--- src/pip_pkg.sv ---
// Shared types, widths, codes and the sequencer microprogram of the point-in-polygon core.
package pip_pkg;

   localparam int DEF_MAX_VERTICES = 16;

   localparam int CRD_W      = 16;
   localparam int DIF_W      = CRD_W + 1;
   localparam int XF_W       = CRD_W + 2;
   localparam int MA_W       = CRD_W + 3;
   localparam int MB_W       = DIF_W;
   localparam int PRD_W      = MA_W + MB_W;
   localparam int CRS_W      = PRD_W + 1;
   localparam int VIDX_W     = 4;
   localparam int VCNT_W     = 5;
   localparam int CSR_IDX_W  = 1;
   localparam int CSR_DATA_W = 5;
   localparam int STEP_W     = 5;

   localparam logic [CSR_IDX_W-1:0] CSR_VERTEX_COUNT = 1'd0;
   localparam logic [CSR_IDX_W-1:0] CSR_IS_OPEN      = 1'd1;

   localparam logic OPERATION_LOAD  = 1'b0;
   localparam logic OPERATION_QUERY = 1'b1;

   localparam logic signed [CRD_W-1:0] CRD_MAX = {1'b0, {(CRD_W-1){1'b1}}};
   localparam logic signed [CRD_W-1:0] CRD_MIN = {1'b1, {(CRD_W-1){1'b0}}};

   typedef logic [STEP_W-1:0] step_type;

   localparam step_type ST_INIT  = 5'd0;
   localparam step_type ST_XRD   = 5'd1;
   localparam step_type ST_XUPD  = 5'd2;
   localparam step_type ST_FAR   = 5'd3;
   localparam step_type ST_LOOP  = 5'd4;
   localparam step_type ST_D1    = 5'd5;
   localparam step_type ST_SRD   = 5'd6;
   localparam step_type ST_SCHK  = 5'd7;
   localparam step_type ST_RUN   = 5'd8;
   localparam step_type ST_SGN   = 5'd9;
   localparam step_type ST_MULA  = 5'd10;
   localparam step_type ST_MULB  = 5'd11;
   localparam step_type ST_MULC  = 5'd12;
   localparam step_type ST_DIFF  = 5'd13;
   localparam step_type ST_CROSS = 5'd14;
   localparam step_type ST_ADV   = 5'd15;
   localparam step_type ST_PAR   = 5'd16;
   localparam step_type ST_ONE   = 5'd17;
   localparam step_type ST_ZERO  = 5'd18;

   typedef enum logic [3:0] {
      OP_NONE,
      OP_INIT,
      OP_XUPD,
      OP_FAR,
      OP_D1,
      OP_SKIP,
      OP_MUL_A,
      OP_MUL_B,
      OP_MUL_C,
      OP_DIFF,
      OP_CROSS,
      OP_ADV,
      OP_RES_PAR,
      OP_RES_ONE,
      OP_RES_ZERO
   } op_type;

   typedef enum logic [1:0] {
      RD_PTR,
      RD_AI,
      RD_AN
   } rd_type;

   typedef enum logic [3:0] {
      C_NEVER,
      C_ALWAYS,
      C_STOP,
      C_MORE,
      C_WALK_DONE,
      C_ROW_HIT,
      C_RUN_HIT,
      C_NO_CHANGE,
      C_CROSS_ZERO
   } cond_type;

   typedef struct packed {
      op_type   op;
      rd_type   rd;
      cond_type cond;
      step_type target;
      logic     last;
   } cw_type;

   typedef struct packed {
      logic stop;
      logic last_x;
      logic walk_done;
      logic row_hit;
      logic run_hit;
      logic no_change;
      logic cross_zero;
   } flags_type;

   localparam cw_type IDLE_WORD = '{op: OP_NONE, rd: RD_PTR, cond: C_NEVER,
                                    target: ST_INIT, last: 1'b0};

   function automatic cw_type micro_word(input step_type s);
      cw_type w;
      w = IDLE_WORD;
      unique case (s)
         ST_INIT:  w = '{op: OP_INIT, rd: RD_PTR, cond: C_STOP, target: ST_ZERO, last: 1'b0};
         ST_XRD:   w = '{op: OP_NONE, rd: RD_PTR, cond: C_NEVER, target: ST_INIT, last: 1'b0};
         ST_XUPD:  w = '{op: OP_XUPD, rd: RD_PTR, cond: C_MORE, target: ST_XRD, last: 1'b0};
         ST_FAR:   w = '{op: OP_FAR, rd: RD_PTR, cond: C_NEVER, target: ST_INIT, last: 1'b0};
         ST_LOOP:  w = '{op: OP_NONE, rd: RD_AI, cond: C_WALK_DONE, target: ST_PAR,
                         last: 1'b0};
         ST_D1:    w = '{op: OP_D1, rd: RD_PTR, cond: C_ROW_HIT, target: ST_ADV, last: 1'b0};
         ST_SRD:   w = '{op: OP_NONE, rd: RD_AN, cond: C_NEVER, target: ST_INIT, last: 1'b0};
         ST_SCHK:  w = '{op: OP_SKIP, rd: RD_PTR, cond: C_ROW_HIT, target: ST_SRD, last: 1'b0};
         ST_RUN:   w = '{op: OP_NONE, rd: RD_PTR, cond: C_RUN_HIT, target: ST_ONE, last: 1'b0};
         ST_SGN:   w = '{op: OP_NONE, rd: RD_PTR, cond: C_NO_CHANGE, target: ST_ADV,
                         last: 1'b0};
         ST_MULA:  w = '{op: OP_MUL_A, rd: RD_PTR, cond: C_NEVER, target: ST_INIT, last: 1'b0};
         ST_MULB:  w = '{op: OP_MUL_B, rd: RD_PTR, cond: C_NEVER, target: ST_INIT, last: 1'b0};
         ST_MULC:  w = '{op: OP_MUL_C, rd: RD_PTR, cond: C_NEVER, target: ST_INIT, last: 1'b0};
         ST_DIFF:  w = '{op: OP_DIFF, rd: RD_PTR, cond: C_NEVER, target: ST_INIT, last: 1'b0};
         ST_CROSS: w = '{op: OP_CROSS, rd: RD_PTR, cond: C_CROSS_ZERO, target: ST_ONE,
                         last: 1'b0};
         ST_ADV:   w = '{op: OP_ADV, rd: RD_PTR, cond: C_ALWAYS, target: ST_LOOP, last: 1'b0};
         ST_PAR:   w = '{op: OP_RES_PAR, rd: RD_PTR, cond: C_NEVER, target: ST_INIT,
                         last: 1'b1};
         ST_ONE:   w = '{op: OP_RES_ONE, rd: RD_PTR, cond: C_NEVER, target: ST_INIT,
                         last: 1'b1};
         ST_ZERO:  w = '{op: OP_RES_ZERO, rd: RD_PTR, cond: C_NEVER, target: ST_INIT,
                         last: 1'b1};
         default:  w = IDLE_WORD;
      endcase
      return w;
   endfunction

endpackage

--- src/pip_seq.sv ---
// Microprogram sequencer: step counter, control store lookup and conditional jumps.
module pip_seq import pip_pkg::*; (
   input  logic      clock,
   input  logic      reset,
   input  logic      go,
   input  flags_type flags,
   output cw_type    cw,
   output logic      busy
);

   step_type step_ff, step_in;
   logic     busy_ff, busy_in;
   logic     taken;

   always_comb begin
      cw = micro_word(step_ff);
      if (!busy_ff) begin
         cw = IDLE_WORD;
      end
      case (cw.cond)
         C_ALWAYS:     taken = 1'b1;
         C_STOP:       taken = flags.stop;
         C_MORE:       taken = !flags.last_x;
         C_WALK_DONE:  taken = flags.walk_done;
         C_ROW_HIT:    taken = flags.row_hit;
         C_RUN_HIT:    taken = flags.run_hit;
         C_NO_CHANGE:  taken = flags.no_change;
         C_CROSS_ZERO: taken = flags.cross_zero;
         default:      taken = 1'b0;
      endcase
      step_in = taken ? cw.target : step_ff + STEP_W'(1);
      busy_in = busy_ff;
      if (go) begin
         busy_in = 1'b1;
         step_in = ST_INIT;
      end else if (busy_ff && cw.last) begin
         busy_in = 1'b0;
      end
   end

   always_ff @(posedge clock) begin
      if (reset) begin
         step_ff <= ST_INIT;
         busy_ff <= 1'b0;
      end else begin
         step_ff <= step_in;
         busy_ff <= busy_in;
      end
   end

   assign busy = busy_ff;

endmodule

--- src/pip_dpath.sv ---
// Datapath of the point-in-polygon core: vertex memory, extent, edge walk and cross products.
module pip_dpath import pip_pkg::*; #(
   parameter int MAX_VERTICES = DEF_MAX_VERTICES,
   parameter int AW = $clog2(MAX_VERTICES),
   parameter int NW = $clog2(MAX_VERTICES + 1)
) (
   input  logic                    clock,
   input  logic                    reset,
   input  logic                    load_we,
   input  logic [AW-1:0]           load_addr,
   input  logic                    query_go,
   input  logic signed [CRD_W-1:0] in_x,
   input  logic signed [CRD_W-1:0] in_y,
   input  logic [NW-1:0]           n_cnt,
   input  logic                    open_mode,
   input  cw_type                  cw,
   output flags_type               flags,
   output logic                    rsp_strobe,
   output logic                    rsp_inside
);

   localparam int IW = $clog2(2 * MAX_VERTICES + 1);

   logic signed [CRD_W-1:0] vx_mem [MAX_VERTICES];
   logic signed [CRD_W-1:0] vy_mem [MAX_VERTICES];

   logic [AW-1:0]           rd_addr;
   logic signed [CRD_W-1:0] rd_x_ff, rd_y_ff;
   logic signed [CRD_W-1:0] px_ff, py_ff;
   logic signed [CRD_W-1:0] xmin_ff, xmax_ff;
   logic signed [XF_W-1:0]  xfar_ff;
   logic [AW-1:0]           ptr_ff, ai_ff, an_ff;
   logic [IW-1:0]           i_ff;
   logic signed [CRD_W-1:0] x1_ff, y1_ff, x2_ff, y2_ff, runx_ff;
   logic                    skipped_ff, d1neg_ff, parity_ff;
   logic signed [PRD_W-1:0] ma_ff, mb_ff, mc_ff;
   logic signed [CRS_W-1:0] c1_ff, c2_ff;
   logic                    strobe_ff, inside_ff;

   logic [AW-1:0]           an_next, first_next;
   logic signed [DIF_W-1:0] dpy, dpx, dx21, dy21, run_a, run_b;
   logic signed [MA_W-1:0]  dxf, mul_a;
   logic signed [MB_W-1:0]  mul_b;
   logic signed [PRD_W-1:0] prod;

   always_comb begin
      unique case (cw.rd)
         RD_AI:   rd_addr = ai_ff;
         RD_AN:   rd_addr = an_ff;
         default: rd_addr = ptr_ff;
      endcase
   end

   always_ff @(posedge clock) begin
      if (load_we) begin
         vx_mem[load_addr] <= in_x;
         vy_mem[load_addr] <= in_y;
      end
      rd_x_ff <= vx_mem[rd_addr];
      rd_y_ff <= vy_mem[rd_addr];
   end

   assign an_next    = (NW'(an_ff) + NW'(1) == n_cnt) ? '0 : an_ff + AW'(1);
   assign first_next = (n_cnt == NW'(1)) ? '0 : AW'(1);

   assign dpy   = DIF_W'(py_ff) - DIF_W'(y1_ff);
   assign dpx   = DIF_W'(px_ff) - DIF_W'(x1_ff);
   assign dx21  = DIF_W'(x2_ff) - DIF_W'(x1_ff);
   assign dy21  = DIF_W'(y2_ff) - DIF_W'(y1_ff);
   assign dxf   = MA_W'(xfar_ff) - MA_W'(x1_ff);
   assign run_a = DIF_W'(runx_ff) - DIF_W'(px_ff);
   assign run_b = DIF_W'(x1_ff) - DIF_W'(px_ff);

   always_comb begin
      mul_a = MA_W'(dpy);
      mul_b = dx21;
      if (cw.op == OP_MUL_B) begin
         mul_a = MA_W'(dpx);
         mul_b = dy21;
      end else if (cw.op == OP_MUL_C) begin
         mul_a = dxf;
         mul_b = dy21;
      end
   end

   assign prod = PRD_W'(mul_a) * PRD_W'(mul_b);

   always_comb begin
      flags.stop       = open_mode || (n_cnt == '0);
      flags.last_x     = (NW'(ptr_ff) + NW'(1) == n_cnt);
      flags.walk_done  = (i_ff >= IW'(n_cnt));
      flags.row_hit    = (rd_y_ff == py_ff);
      flags.run_hit    = skipped_ff && ((run_a == '0) || (run_b == '0) ||
                                        (run_a[DIF_W-1] != run_b[DIF_W-1]));
      flags.no_change  = (d1neg_ff == (y2_ff < py_ff));
      flags.cross_zero = (c1_ff == '0) || (c2_ff == '0);
   end

   always_ff @(posedge clock) begin
      if (query_go) begin
         px_ff <= in_x;
         py_ff <= in_y;
      end
      unique case (cw.op)
         OP_INIT: begin
            ptr_ff    <= '0;
            xmin_ff   <= CRD_MAX;
            xmax_ff   <= CRD_MIN;
            parity_ff <= 1'b0;
         end
         OP_XUPD: begin
            if (rd_x_ff < xmin_ff) begin
               xmin_ff <= rd_x_ff;
            end
            if (rd_x_ff > xmax_ff) begin
               xmax_ff <= rd_x_ff;
            end
            ptr_ff <= ptr_ff + AW'(1);
         end
         OP_FAR: begin
            xfar_ff <= XF_W'(xmax_ff) + XF_W'(xmax_ff) + XF_W'(2) - XF_W'(xmin_ff);
            ai_ff   <= '0;
            an_ff   <= first_next;
            i_ff    <= '0;
         end
         OP_D1: begin
            x1_ff      <= rd_x_ff;
            y1_ff      <= rd_y_ff;
            d1neg_ff   <= (rd_y_ff < py_ff);
            skipped_ff <= 1'b0;
         end
         OP_SKIP: begin
            x2_ff <= rd_x_ff;
            y2_ff <= rd_y_ff;
            if (rd_y_ff == py_ff) begin
               if (!skipped_ff) begin
                  runx_ff <= rd_x_ff;
               end
               skipped_ff <= 1'b1;
               x1_ff      <= rd_x_ff;
               y1_ff      <= rd_y_ff;
               i_ff       <= i_ff + IW'(1);
               ai_ff      <= an_ff;
               an_ff      <= an_next;
            end
         end
         OP_MUL_A: ma_ff <= prod;
         OP_MUL_B: mb_ff <= prod;
         OP_MUL_C: mc_ff <= prod;
         OP_DIFF: begin
            c1_ff <= CRS_W'(mb_ff) - CRS_W'(ma_ff);
            c2_ff <= CRS_W'(mc_ff) - CRS_W'(ma_ff);
         end
         OP_CROSS: begin
            if (!flags.cross_zero) begin
               parity_ff <= parity_ff ^ (c1_ff[CRS_W-1] != c2_ff[CRS_W-1]);
            end
         end
         OP_ADV: begin
            i_ff  <= i_ff + IW'(1);
            ai_ff <= an_ff;
            an_ff <= an_next;
         end
         OP_RES_PAR:  inside_ff <= parity_ff;
         OP_RES_ONE:  inside_ff <= 1'b1;
         OP_RES_ZERO: inside_ff <= 1'b0;
         default: ;
      endcase
   end

   always_ff @(posedge clock) begin
      if (reset) begin
         strobe_ff <= 1'b0;
      end else begin
         strobe_ff <= (cw.op == OP_RES_PAR) || (cw.op == OP_RES_ONE) ||
                      (cw.op == OP_RES_ZERO);
      end
   end

   assign rsp_strobe = strobe_ff;
   assign rsp_inside = inside_ff;

endmodule

--- src/point_in_polygon_test_core.sv ---
// Top level of the point-in-polygon core: command port, register file and the two engines.
//
// Usage: a word is taken on the req_ ports at a clock edge where start is high and busy
// is low. A load word (req_operation = 0) writes one vertex slot at once and gives no
// response; busy stays low, so loads may come every cycle. A query word
// (req_operation = 1) raises busy and walks the vertex store under a microprogram.
// Its answer appears on rsp_inside_res for one cycle with rsp_strobe high; busy falls
// at the same edge, so the next word may be offered in that cycle.
// A query on an open or empty shape is answered outside without a walk; otherwise an
// extent pass over the n vertices in use and the walk setup come first, then the walk
// reads each vertex, passes over one on the query row, else skips any run of on-row
// vertices after it and forms cross products where the edge straddles the row; the
// single read port of the vertex memory and the shared multiplier set the length of a query.
// The csr_ port writes the vertex count and the open flag; write it only while idle.
// Reset clears busy, the response strobe and both registers; vertex slots hold
// garbage until loaded. The receiver cannot stall: each response is shown once.
module point_in_polygon_test_core import pip_pkg::*; #(
   parameter int MAX_VERTICES = DEF_MAX_VERTICES
) (
   input  logic                         clock,
   input  logic                         reset,
   input  logic                         start,
   output logic                         busy,
   input  logic                         req_operation,
   input  logic [VIDX_W-1:0]            req_vertex_index,
   input  logic signed [CRD_W-1:0]      req_coord_x,
   input  logic signed [CRD_W-1:0]      req_coord_y,
   output logic                         rsp_strobe,
   output logic                         rsp_inside_res,
   input  logic                         csr_wen,
   input  logic [CSR_IDX_W-1:0]         csr_index,
   input  logic [CSR_DATA_W-1:0]        csr_wdata
);

   localparam int AW = $clog2(MAX_VERTICES);
   localparam int NW = $clog2(MAX_VERTICES + 1);

   logic [NW-1:0] count_ff;
   logic          open_ff;
   logic          accept, load_we, query_go;
   cw_type        cw;
   flags_type     flags;

   assign accept   = start && !busy;
   assign load_we  = accept && (req_operation == OPERATION_LOAD) &&
                     (32'(req_vertex_index) < 32'(MAX_VERTICES));
   assign query_go = accept && (req_operation == OPERATION_QUERY);

   always_ff @(posedge clock) begin
      if (reset) begin
         count_ff <= '0;
         open_ff  <= 1'b0;
      end else if (csr_wen) begin
         unique case (csr_index)
            CSR_VERTEX_COUNT: begin
               if (32'(csr_wdata[VCNT_W-1:0]) > 32'(MAX_VERTICES)) begin
                  count_ff <= NW'(MAX_VERTICES);
               end else begin
                  count_ff <= NW'(csr_wdata[VCNT_W-1:0]);
               end
            end
            CSR_IS_OPEN: open_ff <= csr_wdata[0];
         endcase
      end
   end

   pip_seq u_seq (
      .clock (clock),
      .reset (reset),
      .go    (query_go),
      .flags (flags),
      .cw    (cw),
      .busy  (busy)
   );

   pip_dpath #(
      .MAX_VERTICES (MAX_VERTICES),
      .AW           (AW),
      .NW           (NW)
   ) u_dpath (
      .clock      (clock),
      .reset      (reset),
      .load_we    (load_we),
      .load_addr  (AW'(req_vertex_index)),
      .query_go   (query_go),
      .in_x       (req_coord_x),
      .in_y       (req_coord_y),
      .n_cnt      (count_ff),
      .open_mode  (open_ff),
      .cw         (cw),
      .flags      (flags),
      .rsp_strobe (rsp_strobe),
      .rsp_inside (rsp_inside_res)
   );

endmodule

--- config.mk ---
export PLATFORM = sky130hd
export DESIGN_NAME = point_in_polygon_test_core
export DESIGN_NICKNAME = d
export VERILOG_FILES = /design/src/pip_pkg.sv /design/src/pip_seq.sv /design/src/pip_dpath.sv /design/src/point_in_polygon_test_core.sv
export SDC_FILE = /design/constraint.sdc
export NUM_CORES = 2
export LEC_CHECK = 0
export ABC_AREA = 1
export BUFFER_PORTS_ARGS = -buffer_cell sky130_fd_sc_hd__buf_2
export CAP_MARGIN = 5
export CORE_ASPECT_RATIO = 0.75
export CORE_MARGIN = 8
export CORE_UTILIZATION = 45
export DETAILED_ROUTE_END_ITERATION = 8
export PLACE_DENSITY = 0.59
export SKIP_LAST_GASP = 1
export SLEW_MARGIN = 20
export SYNTH_ARGS = -nofsm -noshare
export SYNTH_HDL_FRONTEND = slang
export SYNTH_SLANG_ARGS = --single-unit
--- constraint.sdc ---
create_clock -name clock -period 17.1 [get_ports clock]
set_input_delay 3.42 -clock clock [delete_from_list [all_inputs] [get_ports clock]]
set_output_delay 3.42 -clock clock [all_outputs]
set_load 0.02 [all_outputs]
# Yosys cells after proc, flatten, opt, wreduce, memory -nomap -nowiden
# Memory sizes are Yosys's and may differ from the RTL's. A register that Yosys moved wholly into a read port is not among the register bits.
# Cells that the tools add are included.
# op_classes
mul	1
order_cmp	6
eq_ne	35
mux	36
n_addsub	18
reduce_logical	33
bitwise_logic	4
# ops
cell	n
16-bit one-hot mux with 2 select lines	4
16-bit by 16-bit subtractor with 17-bit output	6
16-bit two-way mux	5
37-bit logical NOT	2
36-bit by 36-bit subtractor with 37-bit output	2
16-bit < comparator	3
19-bit two-way mux	2
19-bit by 17-bit multiplier with 36-bit output	1
17-bit logical NOT	2
17-bit two-way mux	2
4-bit by 3-bit == test with 1-bit output (second input constant)	8
4-bit == test (second input constant)	8
4-bit one-hot mux with 3 select lines	2
18-bit by 16-bit subtractor with 19-bit output	1
18-bit by 3-bit adder with 18-bit output (second input constant)	1
6-bit one-hot mux with 3 select lines	1
18-bit by 16-bit subtractor with 18-bit output	1
16-bit by 16-bit adder with 17-bit output	1
16-bit == test	1
4-bit by 2-bit == test with 1-bit output (second input constant)	4
16-bit > comparator	1
4-bit one-hot mux with 2 select lines	2
5-bit two-way mux	3
2-bit AND reduction	7
31 further kinds	63
# totals
rom_bits	512
output_inout_bits	3
regBits	379
elab_cells	164
ram_bits	512
mem_count	3
# mem_list
memory	words	word_bits	read_ports	rd_clocked_by_memory_dff	wr	line_no	source
(name not given)	32	16	1	1	0	pip_pkg.sv:110	unique case (s)
u_dpath.vx_mem	16	16	1	1	1	pip_dpath.sv:24	logic signed [CRD_W-1:0] vx_mem [MAX_VERTICES];
u_dpath.vy_mem	16	16	1	1	1	pip_dpath.sv:25	logic signed [CRD_W-1:0] vy_mem [MAX_VERTICES];

# Logic depth before layout (Yosys ltp)
# depth
ltp_word	8
mapped_depth	48
ltp_nobuf	47

# Cells and area by module
# From an unflattened synthesis, not the netlist that was laid out.
# hier_totals
hier_cells	6133
area_unflattened_um2	60485.5
# modules_own_cells
module	n_inst	cells_each	area_each_um2
pip_dpath	1	5906	58842.7
pip_seq	1	185	1360.1
point_in_polygon_test_core	1	42	282.8

# Least setup slack after synthesis
# Ideal clock, no wire load.
# synth_timing
kind	reg-to-reg
start	reg u_seq.busy_ff, in the netlist u_seq.busy
end	reg u_dpath.ma_ff[34] (data pin)
arrival_ps	7909
t_required_ps	16831
path_stages_with_launch	37
setup_slack_ps	8921
setup_ps	269
path_cell_list	dfxtp_1 > buf_2 > inv_1 > nor3_2 > inv_1 > nor2_4 > buf_1 > nand2_1 > o211ai_1 > nand2_1 > clkinv_1 > nand2_1 > fa_1 > inv_1 > fa_1 > inv_1 > fa_1 > inv_1 > fa_1 > inv_1 > fa_1 > inv_1 > fa_1 > ha_1 > nand2_1 > inv_1 > nand3_1 > o211ai_1 > a21oi_1 > o21ai_0 > nand3_1 > nand2_1 > nand2_1 > nand2_1 > a21o_1 > a21oi_1 > xor2_1
# synth_via
elab_chain_cells	5
# synth_rtl
item	line_no	source
start: declaration	pip_seq.sv:12	logic busy_ff, busy_in;
start signal: assignment	pip_seq.sv:47	busy_ff <= busy_in;
16-bit two-way mux (*)	pip_seq.sv:17	if (!busy_ff) begin
4-bit == test	pip_dpath.sv:80	end else if (cw.op == OP_MUL_C) begin
19-bit two-way mux / 17-bit two-way mux (equally long branches)	pip_dpath.sv:80	
19-bit two-way mux / 17-bit two-way mux (equally long branches)	pip_dpath.sv:77	if (cw.op == OP_MUL_B) begin
19-bit by 17-bit multiplier with 36-bit output (*)	pip_dpath.sv:86	assign prod = PRD_W'(mul_a) * PRD_W'(mul_b);
named net u_dpath.prod[34]	pip_dpath.sv:44	logic signed [PRD_W-1:0] prod;
end signal: assignment	pip_dpath.sv:147	OP_MUL_A: ma_ff <= prod;
end: declaration	pip_dpath.sv:36	logic signed [PRD_W-1:0] ma_ff, mb_ff, mc_ff;
# Mark *: on every way through the listed nets, which the timed path passes. The rest lies on a longest branch.
# A chain may end at the register's enable or synchronous reset.

# Final worst setup path
# layout_timing
start	reg u_seq.busy_ff, in the netlist u_seq.busy
end	reg u_dpath.ma_ff[27] (data pin)
# Same word-level chain as after synthesis.

==> summary.txt <==
Synthesis
  – Cell taking the most area after synthesis: edfxtp_1
  – Yosys warns: 0
  – Post-synth EDFFs: 878
  – Post-synth cell types: 63
  – Mapped Area: 0.0582 mm²
  – Avg Cell Area, Syn: 10.2 µm²
  – Post-synth ARST share: 0
  – Most frequently used flop master after synthesis: edfxtp_1
  – Top cells by area, synth: edfxtp_1, fa_1, ha_1
  – Number of synthesized register bits: 939
  – Synth top area share: 0.453
  – Cells after synthesis: 5,711
  – Synthesized net count: 6,477
  – Fraction of the yosys area taken by sequential cells: 0.474

Cells and area
  – Area Growth Syn to Fin: 9.67%
  – Nets: 6,531
  – Sequential Area: 0.0276 mm²
  – Most frequent cells in the layout: inv_1, edfxtp_1, nand2_1
  – Multi-input gate area: 0.0268 mm²
  – Layout cell share with drive strength beyond 1: 0.0568
  – Most common cell after layout, fill and taps aside: inv_1
  – Fillcell total: 11,902

Setup path
  – Critical path class: flop to flop
  – Critical Path Source Type: flop
  – Crit-path max FO: 20
  – Worst EP arrival: 10.53 ns
  – Max incr delay on CP: 0.72 ns
  – Crit. End Element: flop
  – Critical Path RT: 17.51 ns
  – Master of the slowest instance on the critical path: a21boi_1

Routing
  – Pre-antenna DRT Iters: 8
  – DRC: 0
  – M1 WL: 80,500 µm
  – Via/cell ratio: 5.48
  – Antenna viol nets, final: 0
  – Vias: 41,575
  – Routed WL: 167,000 µm
  – Top Layer Used: met4
  – DR WL met3: 12,600 µm
  – WL per Instance: 22.0 µm
  – First DRT Iteration DRCs: 4,078
  – Metal2 WL: 70,500 µm

STA
  – RSZ-0062 raised after global routing: no
  – Skew final: 0.0924 ns
  – Crit path time final: 10.12 ns
  – Setup Viol. Count Final: 0
  – Worst-Margin Slew: 1.16 ns
  – Max Slew Vio Count: 0
  – Rel. slew slack: 0.216
  – F_max: 0.0988 GHz
  – Setup TNS Final: 0 ns
  – Period utilization: 0.592
  – Hold Violations, Final: 0

CTS
  – CTS sink cnt: 939
  – Worst skew pair latency: 0.77 ns
  – TritonCTS buffer count: 94
  – H-Tree Depth: 3
  – CTS max path bufs: 3
  – Hold-fix buffers, CTS: 0
  – Post-CTS sizing: 0
  – CTS tree: built
  – Root buffer cell: clkbuf_16
  – Clk pin slew, worst setup/hold paths: 0.06 ns
  – Post-CTS Setup Bufs: 0

Job
  – Max cap viols: 0

Die
  – Core Area: 0.129 mm²
  – Cell Rows: 114
  – DIE AREA: 0.141 mm²
  – Die Y: 327 µm
  – Initial Utilization: 0.452
  – Chip Width: 431 µm
  – Boundary Pins: 50

Status
  – Status: finished clean

Min path
  – Path type of the worst min-delay path: flop to flop

Placed design
  – Detailed placer's ending HPWL: 122,000 µm
  – Port Buf Inserts: 49
  – Routability congestion estimate: 0.957

Global routing
  – Global route total overflow: 0
  – First-pass GRT wire length: 253,000 µm
  – Initial antenna violation count: 5
  – Vias in the first global route: 40,726
  – Aggregate global-route resource usage: 0.234
  – Largest net degree at the start of global routing: 129
logic make-up after synthesis:
family | share of synthesized area
buffers and inverters | 0.0683
multiplexers | 0.0110
flip-flops | 0.474
AND/OR/NAND/NOR | 0.127
adder cells (fa/ha/maj) | 0.198
XOR/XNOR | 0.0242
AO/OA/AOI/OAI | 0.0974
flip-flops by register name (all words and copies together), names as in the netlist, 18 cells and up, named ones only:
signal           count
u_dpath.c1_ff       37
u_dpath.c2_ff       37
u_dpath.ma_ff       36
u_dpath.mb_ff       36
u_dpath.mc_ff       36
u_dpath.vx_mem     256
u_dpath.vy_mem     256
u_dpath.xfar_ff     18
routing by layer:
metal	track usage	vias up
met3	0.0385	180
met4	0.0469	0
met1	0.362	20486
met5	0	-
met2	0.345	1506
li1	-	19403
worst paths after layout:
check / from / to / slack [ns] / cells after the start
min: u_dpath.rd_y_ff[5] / u_dpath.y2_ff[5] / 0.49 / 0
max: u_seq.busy / u_dpath.ma_ff[27] / 6.98 / 29
max reg2reg: u_seq.busy / u_dpath.ma_ff[27] / 6.98 / 29
min reg2reg: u_dpath.rd_y_ff[5] / u_dpath.y2_ff[5] / 0.49 / 0
area by class of cell:
| class | instances | share of cell area |
|---|---|---|
| Inverter | 901 | 0.0531 |
| Antenna cell | 2 | 0.0000784 |
| Timing Repair Buffer | 103 | 0.0110 |
| Sequential cell | 939 | 0.432 |
| Clock buffer | 121 | 0.0402 |
| Multi-Input combinational cell | 3726 | 0.421 |
| Clock inverter | 55 | 0.00882 |
| Tap cell | 1740 | 0.0341 |
synthesized netlist by cell type (17+ instances only):
master / n
clkbuf_1: 113
nand3_1: 149
a31oi_1: 20
o21ai_1: 17
fa_1: 334
a21oi_1: 322
nor3_1: 58
dfxtp_1: 61
nor2_1: 678
o22ai_1: 45
o32ai_1: 42
nand2_1: 836
o21ai_0: 338
o211ai_1: 35
ha_1: 385
buf_2: 22
xnor2_1: 53
inv_1: 887
nand4_1: 25
xor2_1: 108
mux2i_1: 64
o221ai_1: 53
nor4_1: 20
edfxtp_1: 878
per-stage QoR:
stage	utilization	hold slack, ns	area, µm²	cells	setup WS [ns]
after detailed placement	0.472	0.480	60700	7409	7.34
after CTS	0.496	0.494	63800	7585	7.26
after global placement	0.472	0.463	60700	7408	7.16
after floorplan	-	0.426	58200	5711	8.92
after global routing	0.496	0.508	63800	7586	6.68
final	0.496	0.485	63800	7587	6.98
critical path, delay by kind of cell (launching register included):
family / cells / cell delay, ns
buf+inv: 7 / 1.46
compound gates: 10 / 2.94
fa+ha+maj: 7 / 3.35
xor+xnor: 1 / 0.19
simple gates: 4 / 1.18
flops: 1 / 0.66
Power is not shown: default switching activity piles up to over one toggle a cycle in this logic, so the estimate is an artifact.
